### src/ptrd_pkg.sv
package ptrd_pkg;

   // configuration port
   localparam int CSR_DATA_WIDTH = 32;
   localparam int CSR_ADDR_WIDTH = 4;

   // register widths
   localparam int CFG_WIDTH   = 12;
   localparam int DELAY_WIDTH = 16;

   localparam logic [CFG_WIDTH-1:0]   BRAKE_THRESHOLD_RESET  = 12'd3000;
   localparam logic [DELAY_WIDTH-1:0] READY_DELAY_RESET      = 16'd2000;
   localparam logic [CFG_WIDTH-1:0]   ACCEL_ONE_OFFSET_RESET = 12'd2050;
   localparam logic [CFG_WIDTH-1:0]   ACCEL_TWO_OFFSET_RESET = 12'd1915;

   // result channel
   localparam int TORQUE_WIDTH = 7;
   localparam int PHASE_WIDTH  = 3;
   localparam int RSP_WIDTH    = 16;

   // q7.8 percentage scaling
   localparam int PCT_WIDTH      = 15;
   localparam int PCT_SUM_WIDTH  = 16;
   localparam int PCT_FRAC_SHIFT = 9;
   localparam int DIFF_WIDTH     = 10;

   localparam logic [PCT_WIDTH-1:0] PCT_MAX_Q8 = 15'd25600;
   localparam logic [PCT_WIDTH-1:0] PCT_MIN_Q8 = 15'd2048;

   // sensor one: d * 256 / 9, full scale reached above d = 900
   localparam logic [DIFF_WIDTH-1:0]      ONE_DIFF_LIMIT    = 10'd900;
   localparam int                         ONE_SCALED_WIDTH  = 18;
   localparam int                         ONE_RECIP_WIDTH   = 21;
   localparam logic [ONE_RECIP_WIDTH-1:0] ONE_RECIP         = 21'd1864136;
   localparam int                         ONE_RECIP_SHIFT   = 24;
   localparam int                         ONE_PROD_WIDTH    = 39;

   // sensor two: d * 5120 / 131, full scale reached above d = 655
   localparam logic [DIFF_WIDTH-1:0]      TWO_DIFF_LIMIT    = 10'd655;
   localparam int                         TWO_SCALED_WIDTH  = 22;
   localparam int                         TWO_RECIP_WIDTH   = 25;
   localparam logic [TWO_RECIP_WIDTH-1:0] TWO_RECIP         = 25'd32786010;
   localparam int                         TWO_RECIP_SHIFT   = 32;
   localparam int                         TWO_PROD_WIDTH    = 47;

   // torque shaping and latch thresholds
   localparam logic [TORQUE_WIDTH-1:0] TORQUE_DEADBAND    = 7'd10;
   localparam logic [TORQUE_WIDTH-1:0] TORQUE_KNEE        = 7'd90;
   localparam logic [TORQUE_WIDTH-1:0] TORQUE_FULL        = 7'd100;
   localparam logic [TORQUE_WIDTH-1:0] LATCH_SET_ABOVE    = 7'd25;
   localparam logic [TORQUE_WIDTH-1:0] LATCH_CLEAR_BELOW  = 7'd5;

   localparam int QUEUE_DEPTH = 2;

   // phase codes on the result channel
   localparam logic [PHASE_WIDTH-1:0] PHASE_BOOT          = 3'd0;
   localparam logic [PHASE_WIDTH-1:0] PHASE_WAIT_PRECHARGE = 3'd1;
   localparam logic [PHASE_WIDTH-1:0] PHASE_WAIT_START    = 3'd2;
   localparam logic [PHASE_WIDTH-1:0] PHASE_DELAY         = 3'd3;
   localparam logic [PHASE_WIDTH-1:0] PHASE_READY         = 3'd4;
   localparam logic [PHASE_WIDTH-1:0] PHASE_RUN           = 3'd5;

   typedef enum logic [1:0] {
      CSR_BRAKE_THRESHOLD  = 2'd0,
      CSR_READY_DELAY      = 2'd1,
      CSR_ACCEL_ONE_OFFSET = 2'd2,
      CSR_ACCEL_TWO_OFFSET = 2'd3
   } csr_index_type;

   typedef struct packed {
      logic [CFG_WIDTH-1:0]   brake_threshold;
      logic [DELAY_WIDTH-1:0] ready_delay_ms;
      logic [CFG_WIDTH-1:0]   accel_one_offset;
      logic [CFG_WIDTH-1:0]   accel_two_offset;
   } csr_regs_type;

   // what the front end hands to the sequencer for one sample
   typedef struct packed {
      logic [TORQUE_WIDTH-1:0] torque;
      logic                    brake_above;
      logic                    brake_below;
      logic                    precharge_ok;
      logic                    start_button;
   } sample_class_type;

   // result fields, torque in the lowest bits
   typedef struct packed {
      logic [PHASE_WIDTH-1:0]  phase;
      logic                    implausible_latched;
      logic                    inverter_cmd_valid;
      logic [TORQUE_WIDTH-1:0] torque_level;
   } rsp_fields_type;

   typedef enum logic [5:0] {
      SEQ_BOOT          = 6'b000001,
      SEQ_WAIT_PRECHARGE = 6'b000010,
      SEQ_WAIT_START    = 6'b000100,
      SEQ_DELAY         = 6'b001000,
      SEQ_READY         = 6'b010000,
      SEQ_RUN           = 6'b100000
   } seq_state_type;

endpackage

### src/ptrd_csr.sv
module ptrd_csr (
   input  logic                                 clock,
   input  logic                                 reset,
   input  logic                                 csr_psel,
   input  logic                                 csr_penable,
   input  logic                                 csr_pwrite,
   input  logic [ptrd_pkg::CSR_ADDR_WIDTH-1:0]  csr_paddr,
   input  logic [ptrd_pkg::CSR_DATA_WIDTH-1:0]  csr_pwdata,
   output logic [ptrd_pkg::CSR_DATA_WIDTH-1:0]  csr_prdata,
   output logic                                 csr_pready,
   output ptrd_pkg::csr_regs_type               regs
);
   import ptrd_pkg::*;

   csr_regs_type  regs_ff;
   csr_regs_type  regs_in;
   csr_index_type index;
   logic          write_en;

   assign csr_pready = 1'b1;
   assign index      = csr_index_type'(csr_paddr[CSR_ADDR_WIDTH-1:2]);
   assign write_en   = csr_psel & csr_penable & csr_pwrite & csr_pready;
   assign regs       = regs_ff;

   always_comb begin
      unique case (index)
         CSR_BRAKE_THRESHOLD:  csr_prdata = CSR_DATA_WIDTH'(regs_ff.brake_threshold);
         CSR_READY_DELAY:      csr_prdata = CSR_DATA_WIDTH'(regs_ff.ready_delay_ms);
         CSR_ACCEL_ONE_OFFSET: csr_prdata = CSR_DATA_WIDTH'(regs_ff.accel_one_offset);
         CSR_ACCEL_TWO_OFFSET: csr_prdata = CSR_DATA_WIDTH'(regs_ff.accel_two_offset);
         default:              csr_prdata = '0;
      endcase
   end

   always_comb begin
      regs_in = regs_ff;
      if (write_en) begin
         unique case (index)
            CSR_BRAKE_THRESHOLD:  regs_in.brake_threshold  = csr_pwdata[CFG_WIDTH-1:0];
            CSR_READY_DELAY:      regs_in.ready_delay_ms   = csr_pwdata[DELAY_WIDTH-1:0];
            CSR_ACCEL_ONE_OFFSET: regs_in.accel_one_offset = csr_pwdata[CFG_WIDTH-1:0];
            CSR_ACCEL_TWO_OFFSET: regs_in.accel_two_offset = csr_pwdata[CFG_WIDTH-1:0];
            default:              regs_in = regs_ff;
         endcase
      end
   end

   always_ff @(posedge clock) begin
      if (reset) begin
         regs_ff.brake_threshold  <= BRAKE_THRESHOLD_RESET;
         regs_ff.ready_delay_ms   <= READY_DELAY_RESET;
         regs_ff.accel_one_offset <= ACCEL_ONE_OFFSET_RESET;
         regs_ff.accel_two_offset <= ACCEL_TWO_OFFSET_RESET;
      end else begin
         regs_ff <= regs_in;
      end
   end

endmodule

### src/ptrd_front.sv
module ptrd_front #(
   parameter int SAMPLE_WIDTH = 12,
   parameter int TIME_WIDTH   = 32
) (
   input  logic                            clock,
   input  logic                            reset,
   input  logic                            in_valid,
   output logic                            in_ready,
   input  logic [SAMPLE_WIDTH-1:0]         accel_one_raw,
   input  logic [SAMPLE_WIDTH-1:0]         accel_two_raw,
   input  logic [SAMPLE_WIDTH-1:0]         brake_raw,
   input  logic                            precharge_ok,
   input  logic                            start_button,
   input  logic [TIME_WIDTH-1:0]           now_ms,
   input  ptrd_pkg::csr_regs_type          regs,
   output logic                            push_valid,
   input  logic                            push_ready,
   output ptrd_pkg::sample_class_type      push_class,
   output logic [TIME_WIDTH-1:0]           push_now
);
   import ptrd_pkg::*;

   localparam int CMP_WIDTH = (SAMPLE_WIDTH > CFG_WIDTH) ? SAMPLE_WIDTH : CFG_WIDTH;

   // stage one: offset removal, clamp detect, reciprocal multiply
   logic [CMP_WIDTH-1:0]        a1_ext, a2_ext, brake_ext;
   logic [CMP_WIDTH-1:0]        off1_ext, off2_ext, thr_ext;
   logic [CMP_WIDTH-1:0]        d1, d2;
   logic                        d1_sat, d2_sat;
   logic [DIFF_WIDTH-1:0]       d1_lo, d2_lo;
   logic [ONE_SCALED_WIDTH-1:0] x1;
   logic [TWO_SCALED_WIDTH-1:0] x2;
   logic                        s1_load;
   logic                        s1_ready;

   logic                        s1_valid_ff, s1_valid_in;
   logic [ONE_PROD_WIDTH-1:0]   s1_prod1_ff;
   logic [TWO_PROD_WIDTH-1:0]   s1_prod2_ff;
   logic                        s1_sat1_ff, s1_sat2_ff;
   logic                        s1_brake_above_ff, s1_brake_below_ff;
   logic                        s1_pre_ff, s1_start_ff;
   logic [TIME_WIDTH-1:0]       s1_now_ff;

   // stage two: clamp, average, deadband
   logic [PCT_WIDTH-1:0]        p1, p2;
   logic [PCT_SUM_WIDTH-1:0]    pct_sum;
   logic [TORQUE_WIDTH-1:0]     avg;
   logic [TORQUE_WIDTH-1:0]     torque;
   logic                        s2_ready;
   sample_class_type            s2_class;

   logic                        s2_valid_ff, s2_valid_in;
   sample_class_type            s2_class_ff;
   logic [TIME_WIDTH-1:0]       s2_now_ff;

   assign a1_ext    = CMP_WIDTH'(accel_one_raw);
   assign a2_ext    = CMP_WIDTH'(accel_two_raw);
   assign brake_ext = CMP_WIDTH'(brake_raw);
   assign off1_ext  = CMP_WIDTH'(regs.accel_one_offset);
   assign off2_ext  = CMP_WIDTH'(regs.accel_two_offset);
   assign thr_ext   = CMP_WIDTH'(regs.brake_threshold);

   assign d1     = (a1_ext > off1_ext) ? (a1_ext - off1_ext) : '0;
   assign d2     = (a2_ext > off2_ext) ? (a2_ext - off2_ext) : '0;
   assign d1_sat = d1 > CMP_WIDTH'(ONE_DIFF_LIMIT);
   assign d2_sat = d2 > CMP_WIDTH'(TWO_DIFF_LIMIT);
   assign d1_lo  = d1_sat ? '0 : d1[DIFF_WIDTH-1:0];
   assign d2_lo  = d2_sat ? '0 : d2[DIFF_WIDTH-1:0];

   // d * 256 and d * 5120 by shifts
   assign x1 = {d1_lo, 8'b0};
   assign x2 = TWO_SCALED_WIDTH'({d2_lo, 12'b0}) + TWO_SCALED_WIDTH'({d2_lo, 10'b0});

   // bubble-collapsing handshake through both stages
   assign s2_ready = ~s2_valid_ff | push_ready;
   assign s1_ready = ~s1_valid_ff | s2_ready;
   assign in_ready = s1_ready;
   assign s1_load  = in_valid & s1_ready;

   assign s1_valid_in = s1_ready ? in_valid : s1_valid_ff;
   assign s2_valid_in = s2_ready ? s1_valid_ff : s2_valid_ff;

   always_ff @(posedge clock) begin
      if (reset) begin
         s1_valid_ff <= 1'b0;
         s2_valid_ff <= 1'b0;
      end else begin
         s1_valid_ff <= s1_valid_in;
         s2_valid_ff <= s2_valid_in;
      end
   end

   always_ff @(posedge clock) begin
      if (s1_load) begin
         s1_prod1_ff       <= ONE_PROD_WIDTH'(x1) * ONE_PROD_WIDTH'(ONE_RECIP);
         s1_prod2_ff       <= TWO_PROD_WIDTH'(x2) * TWO_PROD_WIDTH'(TWO_RECIP);
         s1_sat1_ff        <= d1_sat;
         s1_sat2_ff        <= d2_sat;
         s1_brake_above_ff <= brake_ext > thr_ext;
         s1_brake_below_ff <= brake_ext < thr_ext;
         s1_pre_ff         <= precharge_ok;
         s1_start_ff       <= start_button;
         s1_now_ff         <= now_ms;
      end
   end

   assign p1 = s1_sat1_ff ? PCT_MAX_Q8 : s1_prod1_ff[ONE_RECIP_SHIFT +: PCT_WIDTH];
   assign p2 = s1_sat2_ff ? PCT_MAX_Q8 : s1_prod2_ff[TWO_RECIP_SHIFT +: PCT_WIDTH];

   assign pct_sum = PCT_SUM_WIDTH'(p1) + PCT_SUM_WIDTH'(p2);
   assign avg     = pct_sum[PCT_SUM_WIDTH-1:PCT_FRAC_SHIFT];

   always_comb begin
      if ((p1 > PCT_MIN_Q8) && (p2 > PCT_MIN_Q8)) begin
         torque = avg;
      end else begin
         torque = '0;
      end
      if (torque < TORQUE_DEADBAND) begin
         torque = '0;
      end else if (torque > TORQUE_KNEE) begin
         torque = TORQUE_FULL;
      end
   end

   always_comb begin
      s2_class.torque       = torque;
      s2_class.brake_above  = s1_brake_above_ff;
      s2_class.brake_below  = s1_brake_below_ff;
      s2_class.precharge_ok = s1_pre_ff;
      s2_class.start_button = s1_start_ff;
   end

   always_ff @(posedge clock) begin
      if (s2_ready && s1_valid_ff) begin
         s2_class_ff <= s2_class;
         s2_now_ff   <= s1_now_ff;
      end
   end

   assign push_valid = s2_valid_ff;
   assign push_class = s2_class_ff;
   assign push_now   = s2_now_ff;

endmodule

### src/ptrd_queue.sv
module ptrd_queue #(
   parameter int WIDTH = 43
) (
   input  logic             clock,
   input  logic             reset,
   input  logic             push_valid,
   output logic             push_ready,
   input  logic [WIDTH-1:0] push_data,
   output logic             pop_valid,
   input  logic             pop_ready,
   output logic [WIDTH-1:0] pop_data
);
   import ptrd_pkg::*;

   localparam int PTR_WIDTH   = (QUEUE_DEPTH > 1) ? $clog2(QUEUE_DEPTH) : 1;
   localparam int COUNT_WIDTH = $clog2(QUEUE_DEPTH + 1);

   logic [WIDTH-1:0]       entry_ff [QUEUE_DEPTH];
   logic [PTR_WIDTH-1:0]   wr_ptr_ff, wr_ptr_in;
   logic [PTR_WIDTH-1:0]   rd_ptr_ff, rd_ptr_in;
   logic [COUNT_WIDTH-1:0] count_ff, count_in;
   logic                   do_push, do_pop;

   assign push_ready = count_ff < COUNT_WIDTH'(QUEUE_DEPTH);
   assign pop_valid  = count_ff != '0;
   assign pop_data   = entry_ff[rd_ptr_ff];
   assign do_push    = push_valid & push_ready;
   assign do_pop     = pop_valid & pop_ready;

   always_comb begin
      wr_ptr_in = wr_ptr_ff;
      rd_ptr_in = rd_ptr_ff;
      count_in  = count_ff;
      if (do_push) begin
         wr_ptr_in = (wr_ptr_ff == PTR_WIDTH'(QUEUE_DEPTH - 1)) ? '0 : wr_ptr_ff + 1'b1;
      end
      if (do_pop) begin
         rd_ptr_in = (rd_ptr_ff == PTR_WIDTH'(QUEUE_DEPTH - 1)) ? '0 : rd_ptr_ff + 1'b1;
      end
      if (do_push && !do_pop) begin
         count_in = count_ff + 1'b1;
      end else if (do_pop && !do_push) begin
         count_in = count_ff - 1'b1;
      end
   end

   always_ff @(posedge clock) begin
      if (reset) begin
         wr_ptr_ff <= '0;
         rd_ptr_ff <= '0;
         count_ff  <= '0;
      end else begin
         wr_ptr_ff <= wr_ptr_in;
         rd_ptr_ff <= rd_ptr_in;
         count_ff  <= count_in;
      end
   end

   always_ff @(posedge clock) begin
      if (do_push) begin
         entry_ff[wr_ptr_ff] <= push_data;
      end
   end

endmodule

### src/ptrd_back.sv
module ptrd_back #(
   parameter int TIME_WIDTH = 32
) (
   input  logic                       clock,
   input  logic                       reset,
   input  logic                       pop_valid,
   output logic                       pop_ready,
   input  ptrd_pkg::sample_class_type pop_class,
   input  logic [TIME_WIDTH-1:0]      pop_now,
   input  ptrd_pkg::csr_regs_type     regs,
   output logic                       out_valid,
   input  logic                       out_ready,
   output ptrd_pkg::rsp_fields_type   out_fields
);
   import ptrd_pkg::*;

   seq_state_type         state_ff, state_in;
   logic [TIME_WIDTH-1:0] start_time_ff, start_time_in;
   logic                  latch_ff, latch_in;
   logic                  out_valid_ff, out_valid_in;
   rsp_fields_type        out_fields_ff, out_fields_in;
   logic [TIME_WIDTH-1:0] elapsed;
   logic                  delay_done;
   logic                  take;

   function automatic logic [PHASE_WIDTH-1:0] phase_code(input seq_state_type s);
      unique case (s)
         SEQ_BOOT:           return PHASE_BOOT;
         SEQ_WAIT_PRECHARGE: return PHASE_WAIT_PRECHARGE;
         SEQ_WAIT_START:     return PHASE_WAIT_START;
         SEQ_DELAY:          return PHASE_DELAY;
         SEQ_READY:          return PHASE_READY;
         SEQ_RUN:            return PHASE_RUN;
         default:            return PHASE_RUN;
      endcase
   endfunction

   assign pop_ready  = ~out_valid_ff | out_ready;
   assign take       = pop_valid & pop_ready;
   assign elapsed    = pop_now - start_time_ff;
   assign delay_done = elapsed >= TIME_WIDTH'(regs.ready_delay_ms);

   // brake plus throttle plausibility latch
   always_comb begin
      latch_in = latch_ff;
      if (pop_class.brake_above && (pop_class.torque > LATCH_SET_ABOVE)) begin
         latch_in = 1'b1;
      end else if (pop_class.brake_below && (pop_class.torque < LATCH_CLEAR_BELOW)) begin
         latch_in = 1'b0;
      end
   end

   // ready-to-drive sequencer
   always_comb begin
      state_in      = state_ff;
      start_time_in = start_time_ff;
      unique case (state_ff)
         SEQ_BOOT: begin
            state_in = pop_class.precharge_ok ? SEQ_WAIT_START : SEQ_WAIT_PRECHARGE;
         end
         SEQ_WAIT_PRECHARGE: begin
            if (pop_class.precharge_ok) begin
               state_in = SEQ_WAIT_START;
            end
         end
         SEQ_WAIT_START: begin
            if (pop_class.start_button && pop_class.brake_above) begin
               start_time_in = pop_now;
               state_in      = SEQ_DELAY;
            end
         end
         SEQ_DELAY: begin
            if (delay_done) begin
               state_in = SEQ_READY;
            end
         end
         SEQ_READY: begin
            state_in = SEQ_RUN;
         end
         SEQ_RUN: begin
            state_in = SEQ_RUN;
         end
         default: begin
            state_in = state_ff;
         end
      endcase
   end

   always_comb begin
      out_fields_in.phase               = phase_code(state_in);
      out_fields_in.implausible_latched = latch_in;
      out_fields_in.inverter_cmd_valid  = state_ff == SEQ_RUN;
      out_fields_in.torque_level        = latch_in ? '0 : pop_class.torque;
   end

   assign out_valid_in = take ? 1'b1 : (out_ready ? 1'b0 : out_valid_ff);

   always_ff @(posedge clock) begin
      if (reset) begin
         state_ff      <= SEQ_BOOT;
         start_time_ff <= '0;
         latch_ff      <= 1'b0;
         out_valid_ff  <= 1'b0;
      end else begin
         out_valid_ff <= out_valid_in;
         if (take) begin
            state_ff      <= state_in;
            start_time_ff <= start_time_in;
            latch_ff      <= latch_in;
         end
      end
   end

   always_ff @(posedge clock) begin
      if (take) begin
         out_fields_ff <= out_fields_in;
      end
   end

   assign out_valid  = out_valid_ff;
   assign out_fields = out_fields_ff;

endmodule

### src/pedal_torque_ready_to_drive.sv
// channel   direction  transaction contents
// req_      in         one 10 ms sample: both pedal sensors, brake, precharge, start, time
// rsp_      out        torque percent, inverter command, latch state, phase
// csr_      in         register writes and reads, four registers at byte offsets 0, 4, 8, 12
//
// one sample is taken per clock while nothing downstream stalls; each result is registered in
// turn by the scaling multiply, averaging stage, queue and sequencer output register
// synchronous active-high reset returns registers to defaults and the sequencer to boot
// a stalled result does not stop sampling until the two-entry queue and both front
// stages are full
module pedal_torque_ready_to_drive #(
   parameter int SAMPLE_WIDTH = 12,
   parameter int TIME_WIDTH   = 32
) (
   input  logic                                clock,
   input  logic                                reset,
   // sample transactions
   input  logic                                req_tvalid,
   output logic                                req_tready,
   // accel_one_raw, accel_two_raw, brake_raw, precharge_ok, start_button, now_ms
   input  logic [((3*SAMPLE_WIDTH+2+TIME_WIDTH+7)/8)*8-1:0] req_tdata,
   // result transactions
   output logic                                rsp_tvalid,
   input  logic                                rsp_tready,
   // torque_level, inverter_cmd_valid, implausible_latched, phase
   output logic [ptrd_pkg::RSP_WIDTH-1:0]      rsp_tdata,
   // register port
   input  logic                                csr_psel,
   input  logic                                csr_penable,
   input  logic                                csr_pwrite,
   input  logic [ptrd_pkg::CSR_ADDR_WIDTH-1:0] csr_paddr,
   input  logic [ptrd_pkg::CSR_DATA_WIDTH-1:0] csr_pwdata,
   output logic [ptrd_pkg::CSR_DATA_WIDTH-1:0] csr_prdata,
   output logic                                csr_pready
);
   import ptrd_pkg::*;

   // bit positions of the sample fields in req_tdata
   localparam int A1_LSB    = 0;
   localparam int A2_LSB    = SAMPLE_WIDTH;
   localparam int BRAKE_LSB = 2 * SAMPLE_WIDTH;
   localparam int PRE_BIT   = 3 * SAMPLE_WIDTH;
   localparam int START_BIT = 3 * SAMPLE_WIDTH + 1;
   localparam int NOW_LSB   = 3 * SAMPLE_WIDTH + 2;

   localparam int ENTRY_WIDTH = $bits(sample_class_type) + TIME_WIDTH;

   csr_regs_type          regs;

   logic                  push_valid, push_ready;
   sample_class_type      push_class;
   logic [TIME_WIDTH-1:0] push_now;

   logic                  pop_valid, pop_ready;
   logic [ENTRY_WIDTH-1:0] pop_data;
   sample_class_type      pop_class;
   logic [TIME_WIDTH-1:0] pop_now;

   rsp_fields_type        rsp_fields;

   ptrd_csr u_csr (
      .clock       (clock),
      .reset       (reset),
      .csr_psel    (csr_psel),
      .csr_penable (csr_penable),
      .csr_pwrite  (csr_pwrite),
      .csr_paddr   (csr_paddr),
      .csr_pwdata  (csr_pwdata),
      .csr_prdata  (csr_prdata),
      .csr_pready  (csr_pready),
      .regs        (regs)
   );

   // front end: offsets, q7.8 scaling, averaging, deadband, brake compares
   ptrd_front #(
      .SAMPLE_WIDTH (SAMPLE_WIDTH),
      .TIME_WIDTH   (TIME_WIDTH)
   ) u_front (
      .clock         (clock),
      .reset         (reset),
      .in_valid      (req_tvalid),
      .in_ready      (req_tready),
      .accel_one_raw (req_tdata[A1_LSB +: SAMPLE_WIDTH]),
      .accel_two_raw (req_tdata[A2_LSB +: SAMPLE_WIDTH]),
      .brake_raw     (req_tdata[BRAKE_LSB +: SAMPLE_WIDTH]),
      .precharge_ok  (req_tdata[PRE_BIT]),
      .start_button  (req_tdata[START_BIT]),
      .now_ms        (req_tdata[NOW_LSB +: TIME_WIDTH]),
      .regs          (regs),
      .push_valid    (push_valid),
      .push_ready    (push_ready),
      .push_class    (push_class),
      .push_now      (push_now)
   );

   // short queue decouples the front end from the sequencer
   ptrd_queue #(
      .WIDTH (ENTRY_WIDTH)
   ) u_queue (
      .clock      (clock),
      .reset      (reset),
      .push_valid (push_valid),
      .push_ready (push_ready),
      .push_data  ({push_class, push_now}),
      .pop_valid  (pop_valid),
      .pop_ready  (pop_ready),
      .pop_data   (pop_data)
   );

   assign pop_class = sample_class_type'(pop_data[ENTRY_WIDTH-1:TIME_WIDTH]);
   assign pop_now   = pop_data[TIME_WIDTH-1:0];

   // back end: plausibility latch, ready-to-drive sequencer, result register
   ptrd_back #(
      .TIME_WIDTH (TIME_WIDTH)
   ) u_back (
      .clock      (clock),
      .reset      (reset),
      .pop_valid  (pop_valid),
      .pop_ready  (pop_ready),
      .pop_class  (pop_class),
      .pop_now    (pop_now),
      .regs       (regs),
      .out_valid  (rsp_tvalid),
      .out_ready  (rsp_tready),
      .out_fields (rsp_fields)
   );

   // fields from bit 0 up, zero padded to whole bytes
   assign rsp_tdata = RSP_WIDTH'(rsp_fields);

endmodule

### config.mk
export PLATFORM = sky130hd
export DESIGN_NAME = pedal_torque_ready_to_drive
export DESIGN_NICKNAME = d
export VERILOG_FILES = /design/src/ptrd_pkg.sv /design/src/ptrd_csr.sv /design/src/ptrd_front.sv /design/src/ptrd_queue.sv /design/src/ptrd_back.sv /design/src/pedal_torque_ready_to_drive.sv
export SDC_FILE = /design/constraint.sdc
export NUM_CORES = 1
export LEC_CHECK = 0
export ABC_CLOCK_PERIOD_IN_PS = 20000
export BUFFER_PORTS_ARGS = -buffer_cell sky130_fd_sc_hd__buf_4
export CAP_MARGIN = 30
export CORE_UTILIZATION = 45
export DETAILED_ROUTE_END_ITERATION = 8
export PLACE_DENSITY_LB_ADDON = 0.25
export SETUP_SLACK_MARGIN = 0.2
export SYNTH_ARGS = -nofsm -noshare
export SYNTH_HDL_FRONTEND = slang
export SYNTH_SLANG_ARGS = --single-unit
### constraint.sdc
create_clock -name clock -period 20 [get_ports clock]
set_input_delay 2 -clock clock [delete_from_list [all_inputs] [get_ports clock]]
set_output_delay 2 -clock clock [all_outputs]
set_load 0.03 [all_outputs]
==> results by group, run 1 <==
Finish
  • Fin util: 0.512
  • Share of cells above drive strength 1: 0.112
  • Area grow syn2layout: 12.0%
  • Fin nets: 2953
  • Finished Layout Cells: 3089
  • Finished Cell Area: 26400 µm²

Logic synthesis
  • Cell taking the most area after synthesis: edfxtp_1
  • Top cells by area, synth: edfxtp_1 (27%), ha_1 (19%), fa_1 (9.1%)
  • Synth Instances: 2258
  • Mapped cell area: 23500 µm²
  • Asr flop ratio synth: 0
  • Largest family of logic cells by synthesized area: adder cells
  • Register area share after synthesis: 0.351
  • Post-synthesis simple-gate area fraction: 0.110
  • Syn_area_per_cell: 10.4 µm²
  • Synthesized flop and latch total: 308
  • Post-Synth Adder-Cell Area: 0.277
  • Mux share of post-synthesis cell area: 0.0519
  • Yosys Warn Count: 0
  • Yosys cell types: 86
  • Synth Area in XOR/XNOR: 0.0336
  • Synth top area share: 0.267
  • Ys flop type: edfxtp_1
  • Synth Area in Compound Gates: 0.111
  • Post-synth EDFFs: 209

GRT
  • Total GRT Usage: 0.209
  • First-pass GRT wire length: 88500 µm
  • Largest net degree at the start of global routing: 76
  • GRT Residual Overflow: 0
  • Initial antenna violation count: 1
  • Vias in the first global route: 17015

Hold path
  • HP Start: u_front.s1_now_ff[31]$_DFFE_PP_
  • Hold path cells: 0
  • Hold endpoint: u_front.push_now[31]$_DFFE_PP_
  • Hold Crit Class: reg -> reg

Routing
  • Final wirelength: 54800 µm
  • Initial DRC Count: 905
  • Total number of vias: 16636
  • Mean routed wirelength per cell: 17.7 µm
  • Drt drc: 0
  • Avg Vias per Cell: 5.39
  • Post-route ant nets: 0
  • DRT Pass-1 Iters: 5

Timing
  • Period utilisation layout: 0.679
  • Worst-Margin Slew: 1.09 ns
  • RSZ-0062 raised after global routing: no
  • Setup tns final: 0 ns
  • Rel. slew slack: 0.253
  • Final-report hold violation count: 0
  • # setup viols final: 0
  • Pins Over Slew Limit: 0
  • FMAX: 73.6 MHz
  • Crit path time final: 13.59 ns
  • Fin Clk Skew: 0.0145 ns

Die
  • Row cnt: 83
  • Core area: 51500 µm²
  • Die ar.: 53200 µm²
  • Starting Density: 0.457
  • Die width: 231 µm
  • Die Y: 231 µm
  • I/O pin count: 166

Setup path
  • R2R Path Start: u_csr.regs[1]$_SDFFE_PP1P_
  • CP Data Arrival Time: 13.85 ns
  • Reg2Reg Capture Point: u_front.s1_prod2_ff[46]$_DFFE_PP_
  • Crit path max fanout: 17
  • Crit-path slowest cell: nor2_1
  • Crit. Startpoint: req_tdata[12]
  • Worst path required time: 20.26 ns
  • CP endpoint kind: register
  • R2R setup slack: 7.46 ns
  • Slowest stage delay, CP: 0.65 ns
  • Worst r2r path cells: 39
  • Crit path buffers/inverters: 4
  • Crit-path leading delay family: compound AO/OA/AOI/OAI gates
  • CP Launch Type: input pin
  • Setup CP Type: in -> reg

Power
  • Leakage Power: 12.1 nW
  • Power per Cell Area: 81.5 nW/µm²
  • Power Total: 2.15 mW
  • Worst VDD drop: 0.0471 mV

Clock network
  • Post-CTS setup buffer count: 0
  • CTS tree: built
  • CTS resizes: 0
  • Clk buf depth: 3
  • # hold bufs at CTS: 0
  • H-Tree Depth: 2
  • Clock sink count: 308
  • Root buffer cell: clkbuf_16
  • Clk Latency, worst-skew pair: 0.53 ns
  • Num CTS Buffers: 34
  • Clock slew at reported path FFs: 0.06 ns

Outcome
  • Outcome: finished clean

Placed design
  • DPL Wire Length: 43600 µm
  • Placed Cells: 3025
  • Final GP Congestion: 0.888
  • Dpl cell area: 25200 µm²
  • Port Buf Inserts: 124

Job
  • # Max-Cap Violations: 0
where the power goes:
group / switching [mW] / internal, mW
registers: 0.0328 / 0.746
clock network: 0.257 / 0.399
logic: 0.418 / 0.295
total: 0.708 / 1.44
cells by family after synthesis:
logic type	count (synthesis)
AO/OA/AOI/OAI	384
flip-flops	308
AND/OR/NAND/NOR	530
XOR/XNOR	88
buffers and inverters	386
adder cells (fa/ha/maj)	457
multiplexers	103
other	2
registers in the layout, summed over array words and instances, names as in the netlist, 2 cells and up, named ones only:
| register | count |
|---|---|
| u_front.push_class | 11 |
| u_front.s1_prod2_ff | 15 |
| u_front.push_now | 32 |
| u_csr.regs | 52 |
| u_back.state_ff | 6 |
| u_front.s1_prod1_ff | 15 |
| u_queue.count_ff | 2 |
| u_back.out_fields | 12 |
| u_front.s1_now_ff | 32 |
| u_back.start_time_ff | 32 |
| u_queue.entry_ff | 86 |
worst reg2reg max path, delay by kind of cell (launching register included):
family	cells	cell delay, ns
buf+inv	3	0.27
fa+ha+maj	9	3.66
xor+xnor	1	0.15
simple gates	7	2.09
flops	1	0.53
compound gates	19	5.59
cell usage after synthesis (15+ instances only):
library cell / n
or2_2: 15
and3_1: 16
nand3_1: 33
o21a_1: 21
buf_4: 23
nand2_1: 112
a21oi_1: 109
nor2_1: 173
edfxtp_1: 209
nor2b_1: 48
mux2_2: 30
clkbuf_1: 35
nor3_1: 28
dfxtp_1: 99
inv_1: 319
and2_1: 20
xnor2_1: 57
xor2_1: 30
mux2i_1: 60
o21ai_0: 56
nand2b_1: 24
o211ai_1: 34
ha_1: 350
a21o_1: 41
fa_1: 107
metal layers:
| metal | vias up | track usage | share of wire | wire (µm) |
|---|---|---|---|---|
| li1 | 8134 | - | - | - |
| met1 | 8073 | 0.277 | 0.45 | 24600 |
| met2 | 383 | 0.362 | 0.48 | 26500 |
| met3 | 46 | 0.0264 | 0.050 | 2770 |
| met4 | 0 | 0.0497 | 0.017 | 909 |
| met5 | - | 0 | 0 | 0 |
layout make-up:
| type | count | area [µm²] |
|---|---|---|
| Antenna cell | 2 | 5.00 |
| Sequential cell | 308 | 8260 |
| Clock buffer | 43 | 935 |
| Multi-Input combinational cell | 1583 | 13800 |
| Fill cell | 4647 | 25200 |
| Timing Repair Buffer | 134 | 1030 |
| Inverter | 320 | 1200 |
| Clock inverter | 19 | 248 |
| Tap cell | 680 | 851 |
how the worst max path moves through the flow:
stage,endpoint,slack (ns),cells after the start
floorplan,u_front.s1_prod2_ff[46]$_DFFE_PP_,8.20,40
global placement,u_front.s1_prod2_ff[46]$_DFFE_PP_,5.97,41
detailed placement,u_front.s1_prod2_ff[46]$_DFFE_PP_,5.87,41
CTS,u_front.s1_prod2_ff[46]$_DFFE_PP_,6.35,41
global route,u_front.s1_prod2_ff[46]$_DFFE_PP_,5.48,41
finish,u_front.s1_prod2_ff[46]$_DFFE_PP_,6.41,41
layout by cell type (no fill, tap or decap), types with 6 or more instances in the layout:
cell       instances
ha_1             350
inv_1            319
edfxtp_1         209
nor2_1           173
buf_4            133
nand2_1          112
a21oi_1          109
fa_1             107
dfxtp_1           98
mux2i_1           60
xnor2_1           57
o21ai_0           56
nor2b_1           47
a21o_1            41
o211ai_1          34
clkbuf_16         34
nand3_1           33
mux2_2            30
xor2_1            30
nor3_1            27
nand2b_1          24
o21a_1            21
conb_1            21
and2_1            18
and3_1            16
or2_2             15
nand4_1           14
a211oi_1          12
nor4_1            12
mux4_2            12
or3_1             11
a31oi_1           10
clkinv_2           7
o31ai_1            6
nor3b_1            6
o21bai_1           6
a41oi_1            6
o211a_1            6
per-stage QoR:
stage | hold WS (ns) | setup slack (ns)
final | 0.419 | 6.41
after global routing | 0.435 | 5.48
after CTS | 0.420 | 6.35
after detailed placement | 0.407 | 5.87
after global placement | 0.404 | 5.97
after floorplan | 0.400 | 8.20
Power figures use the tool's default switching activity.
==> run 2: changes to the inputs <==
Settings changed: ABC_CLOCK_PERIOD_IN_PS 20000 to 11310.
Clock period 20 ns to 11.31 ns, I/O delays scaled along.
==> run 2 against run 1 <==
  * Final cell count up 1.6%
  * Final area up 1.0%
  * Critical path depth up 2
  * Worst hold slack worse by 0.0013 ns
  * Power up 71%
  * Non-clock buffer count up 56
  * Sequential share of layout area down 0.32 points
  * Via count up 0.87%
  * Highest routed layer is now met5
  * Register-to-register slack worse by 6.4 ns
  * Critical path type unchanged
  * Setup slack worse by 5.6 ns
  * Clock power up 55%
  * Clock skew up 0.0066 ns
==> results by group, run 2 (synthesis results as in run 1) <==
Outcome
  • Outcome: finished clean

Clock network
  • Num CTS Buffers: 30
  • # hold bufs at CTS: 0
  • Clk buf depth: 3
  • Clk Latency, worst-skew pair: 0.56 ns
  • CTS tree: built
  • Post-CTS setup buffer count: 0
  • H-Tree Depth: 1
  • Clock sink count: 308
  • Clock slew at reported path FFs: 0.06 ns
  • Root buffer cell: clkbuf_16

Finish
  • Max reg flops: 86
  • Layout fillers: 4638
  • Largest Register: u_queue.entry_ff
  • Number of diodes: 0
  • Fin nets: 3005
  • Fin util: 0.517
  • Share of cells above drive strength 1: 0.129
  • Most common cell after layout, fill and taps aside: ha_1
  • Area grow syn2layout: 13.2%
  • Reg area: 8260 µm²
  • Leading cell types in the layout, fill and taps excluded: ha_1 (350), inv_1 (319), edfxtp_1 (209)
  • Multi-input logic area: 13900 µm²

Power
  • NetSw: 1.22 mW
  • Net Sw Frac: 0.332
  • Power per Cell Area: 138 nW/µm²
  • Proportion of power drawn by flip-flops and latches: 0.375
  • Worst VDD drop: 0.0826 mV
  • Gate power share: 0.348
  • Leakage Power: 12.3 nW
  • Clk pwr share: 0.277
  • Internal power: 2.46 mW

Setup path
  • Worst r2r path cells: 41
  • CP Data Arrival Time: 10.81 ns
  • CP Launch Type: input pin
  • R2R Path Start: u_csr.regs[0]$_SDFFE_PP1P_
  • Worst path required time: 11.62 ns
  • Reg2Reg Capture Point: u_front.s1_prod2_ff[46]$_DFFE_PP_
  • CP endpoint kind: register
  • Most common cell on crit path: ha_1
  • Crit path buffers/inverters: 7
  • Crit-path slowest cell: fa_1
  • Crit-path leading delay family: adder cells
  • Setup CP Type: in -> reg
  • Crit path max fanout: 4
  • R2R setup slack: 1.11 ns
  • Slowest stage delay, CP: 0.55 ns
  • Crit. Startpoint: req_tdata[12]

GRT
  • First-pass GRT wire length: 90100 µm
  • Initial antenna violation count: 1
  • Vias in the first global route: 16986
  • Total GRT Usage: 0.212
  • GRT Residual Overflow: 0
  • Largest net degree at the start of global routing: 76

Timing
  • RSZ-0062 raised after global routing: no
  • FMAX: 95.2 MHz
  • Worst Slack Setup Final: 0.805 ns
  • Worst-Margin Slew: 0.981 ns
  • Final-report hold violation count: 0
  • Crit path time final: 10.51 ns
  • # setup viols final: 0
  • Rel. slew slack: 0.342
  • Fin Clk Skew: 0.0211 ns
  • Pins Over Slew Limit: 0
  • Final hold slack: 0.418 ns
  • Setup tns final: 0 ns
  • Period utilisation layout: 0.929

Die
  • Die Y: 231 µm
  • Die ar.: 53200 µm²
  • Starting Density: 0.457
  • Core area: 51500 µm²
  • Row cnt: 83
  • I/O pin count: 166
  • Die width: 231 µm

Hold path
  • Hold path cells: 0
  • Hold Crit Class: reg -> reg
  • HP Start: u_front.s1_now_ff[21]$_DFFE_PP_
  • Hold endpoint: u_front.push_now[21]$_DFFE_PP_

Routing
  • Total number of vias: 16780
  • Mean routed wirelength per cell: 17.8 µm
  • Final wirelength: 55900 µm
  • DRT Pass-1 Iters: 6
  • Initial DRC Count: 988
  • Avg Vias per Cell: 5.35
  • Drt drc: 0
  • Post-route ant nets: 0

Placed design
  • Pre-CTS setup slack: 0.237 ns
  • Port Buf Inserts: 124
  • Final GP Congestion: 0.867
  • DPL Wire Length: 44800 µm

Job
  • # Max-Cap Violations: 0
==> run 2: changes by cell type in the layout (fill, tap and decap cells not counted), moves of 3 or more <==
cell and delta:
buf_4 +56, clkinv_2 -3, clkbuf_16 -3, clkinv_1 +4
==> run 2: layout make-up <==
| type | instances | area share |
|---|---|---|
| inverters | 320 | 0.0451 |
| clock inverters | 15 | 0.00592 |
| clock buffers | 41 | 0.0324 |
| well taps | 680 | 0.0320 |
| repair buffers | 190 | 0.0543 |
| multi-input cells | 1583 | 0.520 |
| flip-flops and latches | 308 | 0.310 |
==> run 2: repair_timing <==
item / CTS / global route
endpoints found under the hold margin: 0 / 0
resized for setup: 0 / 5
setup endpoints to repair: 0 / 3
==> run 2: worst max-delay path by stage <==
stage                                         to  slack, ns  cells past startpoint
2_1_floorplan  u_front.s1_prod2_ff[46]$_DFFE_PP_       0.38                     40
3_5_place_dp   u_front.s1_prod2_ff[46]$_DFFE_PP_       0.24                     42
5_1_grt        u_front.s1_prod2_ff[46]$_DFFE_PP_       0.19                     42
3_3_place_gp   u_front.s1_prod2_ff[46]$_DFFE_PP_       0.23                     42
4_1_cts        u_front.s1_prod2_ff[46]$_DFFE_PP_       0.75                     42
6_report       u_front.s1_prod2_ff[46]$_DFFE_PP_       0.80                     43
==> run 2: stage by stage <==
stage               std cells  power [mW]  area, µm²
floorplan                2277        2.33      23600
global placement         3080        2.65      25600
detailed placement       3081        2.67      25600
CTS                      3137        3.71      26600
global route             3137        3.92      26600
finish                   3137        3.68      26600
==> run 2: layer usage <==
layer / track usage / share of wire / vias to the layer above
li1: - / - / 8240
met1: 0.290 / 0.46 / 8124
met2: 0.372 / 0.48 / 366
met3: 0.0174 / 0.048 / 48
met4: 0.0333 / 0.011 / 2
met5: 0 / 0.00023 / -
==> run 2: worst reg2reg max path: cells and delay by family, from the launching register on <==
| family | cells | cell delay [ns] |
|---|---|---|
| compound gates | 17 | 3.71 |
| simple gates | 6 | 1.17 |
| xor+xnor | 2 | 0.24 |
| fa+ha+maj | 11 | 3.98 |
| flops | 1 | 0.38 |
| buf+inv | 5 | 0.48 |
==> run 2: power by group through the flow <==
| stage | clock network, mW | logic [mW] | registers, mW |
|---|---|---|---|
| floorplan | 0 | 0.912 | 1.41 |
| global placement | 0 | 1.25 | 1.40 |
| detailed placement | 0 | 1.27 | 1.40 |
| CTS | 1.04 | 1.29 | 1.38 |
| global route | 1.09 | 1.44 | 1.39 |
| finish | 1.02 | 1.28 | 1.38 |
==> run 3: changes to the inputs <==
Settings changed: REMOVE_ABC_BUFFERS from default to 1, SLEW_MARGIN from default to 20.
==> run 3 against run 2 <==
  * Power increased by 2.3%
  * Die area unchanged
  * First-iteration DRC count decreased by 17%
  * Via count decreased by 1.0%
  * Setup slack improved by 0.0028 ns
  * Combinational power about the same
==> results by group, run 3 (synthesis results as in run 1) <==
Timing
  • Fin Clk Skew: 0.0321 ns
  • # setup viols final: 0
  • Rel. slew slack: 0.328
  • Worst Slack Setup Final: 0.808 ns
  • Crit path time final: 10.50 ns
  • Setup tns final: 0 ns
  • Worst-Margin Slew: 1.00 ns
  • Period utilisation layout: 0.929
  • RSZ-0062 raised after global routing: no
  • Pins Over Slew Limit: 0
  • Final hold slack: 0.410 ns
  • Final-report hold violation count: 0
  • FMAX: 95.2 MHz

Hold path
  • Hold Crit Class: reg -> reg

Setup path
  • Critical Path End: u_front.s1_prod2_ff[46]$_DFFE_PP_
  • Crit-path leading delay family: adder cells
  • CP Launch Type: input pin
  • Crit. Startpoint: req_tdata[12]
  • Crit path max fanout: 4
  • CP endpoint kind: register
  • Crit path buffers/inverters: 6
  • R2R setup slack: 1.13 ns
  • R2R Path Start: u_csr.regs[1]$_SDFFE_PP1P_
  • CP Data Arrival Time: 10.78 ns
  • Slowest stage delay, CP: 0.55 ns
  • Most common cell on crit path: ha_1
  • WP depth: 43
  • Reg2Reg Capture Point: u_front.s1_prod2_ff[46]$_DFFE_PP_
  • Worst path required time: 11.59 ns
  • Crit-path slowest cell: fa_1
  • Worst r2r path cells: 40
  • Setup CP Type: in -> reg

Routing
  • Total number of vias: 16612
  • Final wirelength: 54400 µm
  • DRT Pass-1 Iters: 5
  • Avg Vias per Cell: 5.33
  • Initial DRC Count: 819
  • Drt drc: 0
  • Post-route ant nets: 0
  • Mean routed wirelength per cell: 17.5 µm

Power
  • Power per Cell Area: 142 nW/µm²
  • Leakage Power: 12.2 nW
  • Worst VDD drop: 0.0761 mV

GRT
  • First-pass GRT wire length: 88600 µm
  • Total GRT Usage: 0.210
  • Initial antenna violation count: 1
  • Vias in the first global route: 16902
  • GRT Residual Overflow: 0
  • Largest net degree at the start of global routing: 76

Job
  • # Max-Cap Violations: 0

Finish
  • Max reg flops: 86
  • Share of cells above drive strength 1: 0.122
  • Largest Register: u_queue.entry_ff
  • Reg area: 8260 µm²
  • Leading cell types in the layout, fill and taps excluded: ha_1 (350), inv_1 (319), edfxtp_1 (209)
  • Most common cell after layout, fill and taps aside: ha_1
  • Area grow syn2layout: 12.8%
  • Multi-input logic area: 13900 µm²
  • Finished Cell Area: 26500 µm²
  • Fin util: 0.515
  • Layout fillers: 4653
  • Fin nets: 2981

Placed design
  • Pre-CTS setup slack: 0.00917 ns
  • Dpl cell area: 25400 µm²
  • DPL Wire Length: 43000 µm
  • Final GP Congestion: 0.881
  • Port Buf Inserts: 124

Outcome
  • Outcome: finished clean

Clock network
  • Clk Latency, worst-skew pair: 0.55 ns
  • Clock sink count: 308
  • Clock slew at reported path FFs: 0.06 ns
  • # hold bufs at CTS: 0
  • Root buffer cell: clkbuf_16
  • Clk buf depth: 3
  • CTS tree: built
  • H-Tree Depth: 2
  • Post-CTS setup buffer count: 0
  • CTS resizes: 0
  • Num CTS Buffers: 35

Die
  • Starting Density: 0.457
  • Die Y: 231 µm
  • I/O pin count: 166
  • Die width: 231 µm
  • Core area: 51500 µm²
  • Die ar.: 53200 µm²
  • Row cnt: 83
-- run 3: changes by cell type in the layout (fill, tap and decap cells not counted), moves of 2 or more --
cell | before | now
buf_4 | 189 | 160
clkbuf_1 | 5 | 10
clkbuf_16 | 31 | 37
clkbuf_8 | 5 | 1
clkinv_2 | 4 | 7
o41ai_1 | 3 | 1
o41ai_2 | 0 | 2
-- run 3: layout make-up --
class	instances	area share
clock inverters	16	0.00556
multi-input cells	1583	0.523
repair buffers	161	0.0460
inverters	320	0.0452
diodes	1	0.0000943
flip-flops and latches	308	0.311
clock buffers	48	0.0368
well taps	680	0.0321
-- run 3: metal layers --
layer  share of wire  vias up  track usage
met5               0        -            0
met4           0.022        0       0.0577
met3           0.039       68       0.0219
met2            0.48      325        0.368
met1            0.46     8031        0.275
li1                -     8188            -
-- run 3: metrics by stage --
| stage | power (mW) | instances |
|---|---|---|
| 2_1_floorplan | 2.31 | 2211 |
| 3_3_place_gp | 2.65 | 3051 |
| 3_5_place_dp | 2.67 | 3052 |
| 4_1_cts | 3.80 | 3116 |
| 5_1_grt | 4.01 | 3117 |
| 6_report | 3.76 | 3117 |
-- run 3: report_power, final --
part           switching, mW  internal (mW)
Sequential            0.0578           1.32
Clock                  0.448          0.655
Combinational          0.751          0.529
Total                   1.26           2.50
-- run 3: how the worst min path moves through the flow --
stage | start | end | slack (ns) | depth (start not counted)
6_report | u_front.s1_now_ff[18]$_DFFE_PP_ | u_front.push_now[18]$_DFFE_PP_ | 0.41 | 0
5_1_grt | u_front.s1_now_ff[18]$_DFFE_PP_ | u_front.push_now[18]$_DFFE_PP_ | 0.42 | 0
4_1_cts | u_front.s1_now_ff[18]$_DFFE_PP_ | u_front.push_now[18]$_DFFE_PP_ | 0.41 | 0
3_5_place_dp | u_front.s1_now_ff[4]$_DFFE_PP_ | u_front.push_now[4]$_DFFE_PP_ | 0.41 | 0
3_3_place_gp | u_front.s1_now_ff[20]$_DFFE_PP_ | u_front.push_now[20]$_DFFE_PP_ | 0.40 | 0
2_1_floorplan | u_front.s1_start_ff$_DFFE_PP_ | u_front.push_class[0]$_DFFE_PP_ | 0.40 | 0
-- run 3: worst register-to-register path: cells and delay by family (launching register included) --
family / cells / cell delay (ns)
buf+inv: 4 / 0.33
fa+ha+maj: 10 / 3.58
flops: 1 / 0.39
compound gates: 16 / 3.72
mux: 1 / 0.34
xor+xnor: 2 / 0.31
simple gates: 7 / 1.25
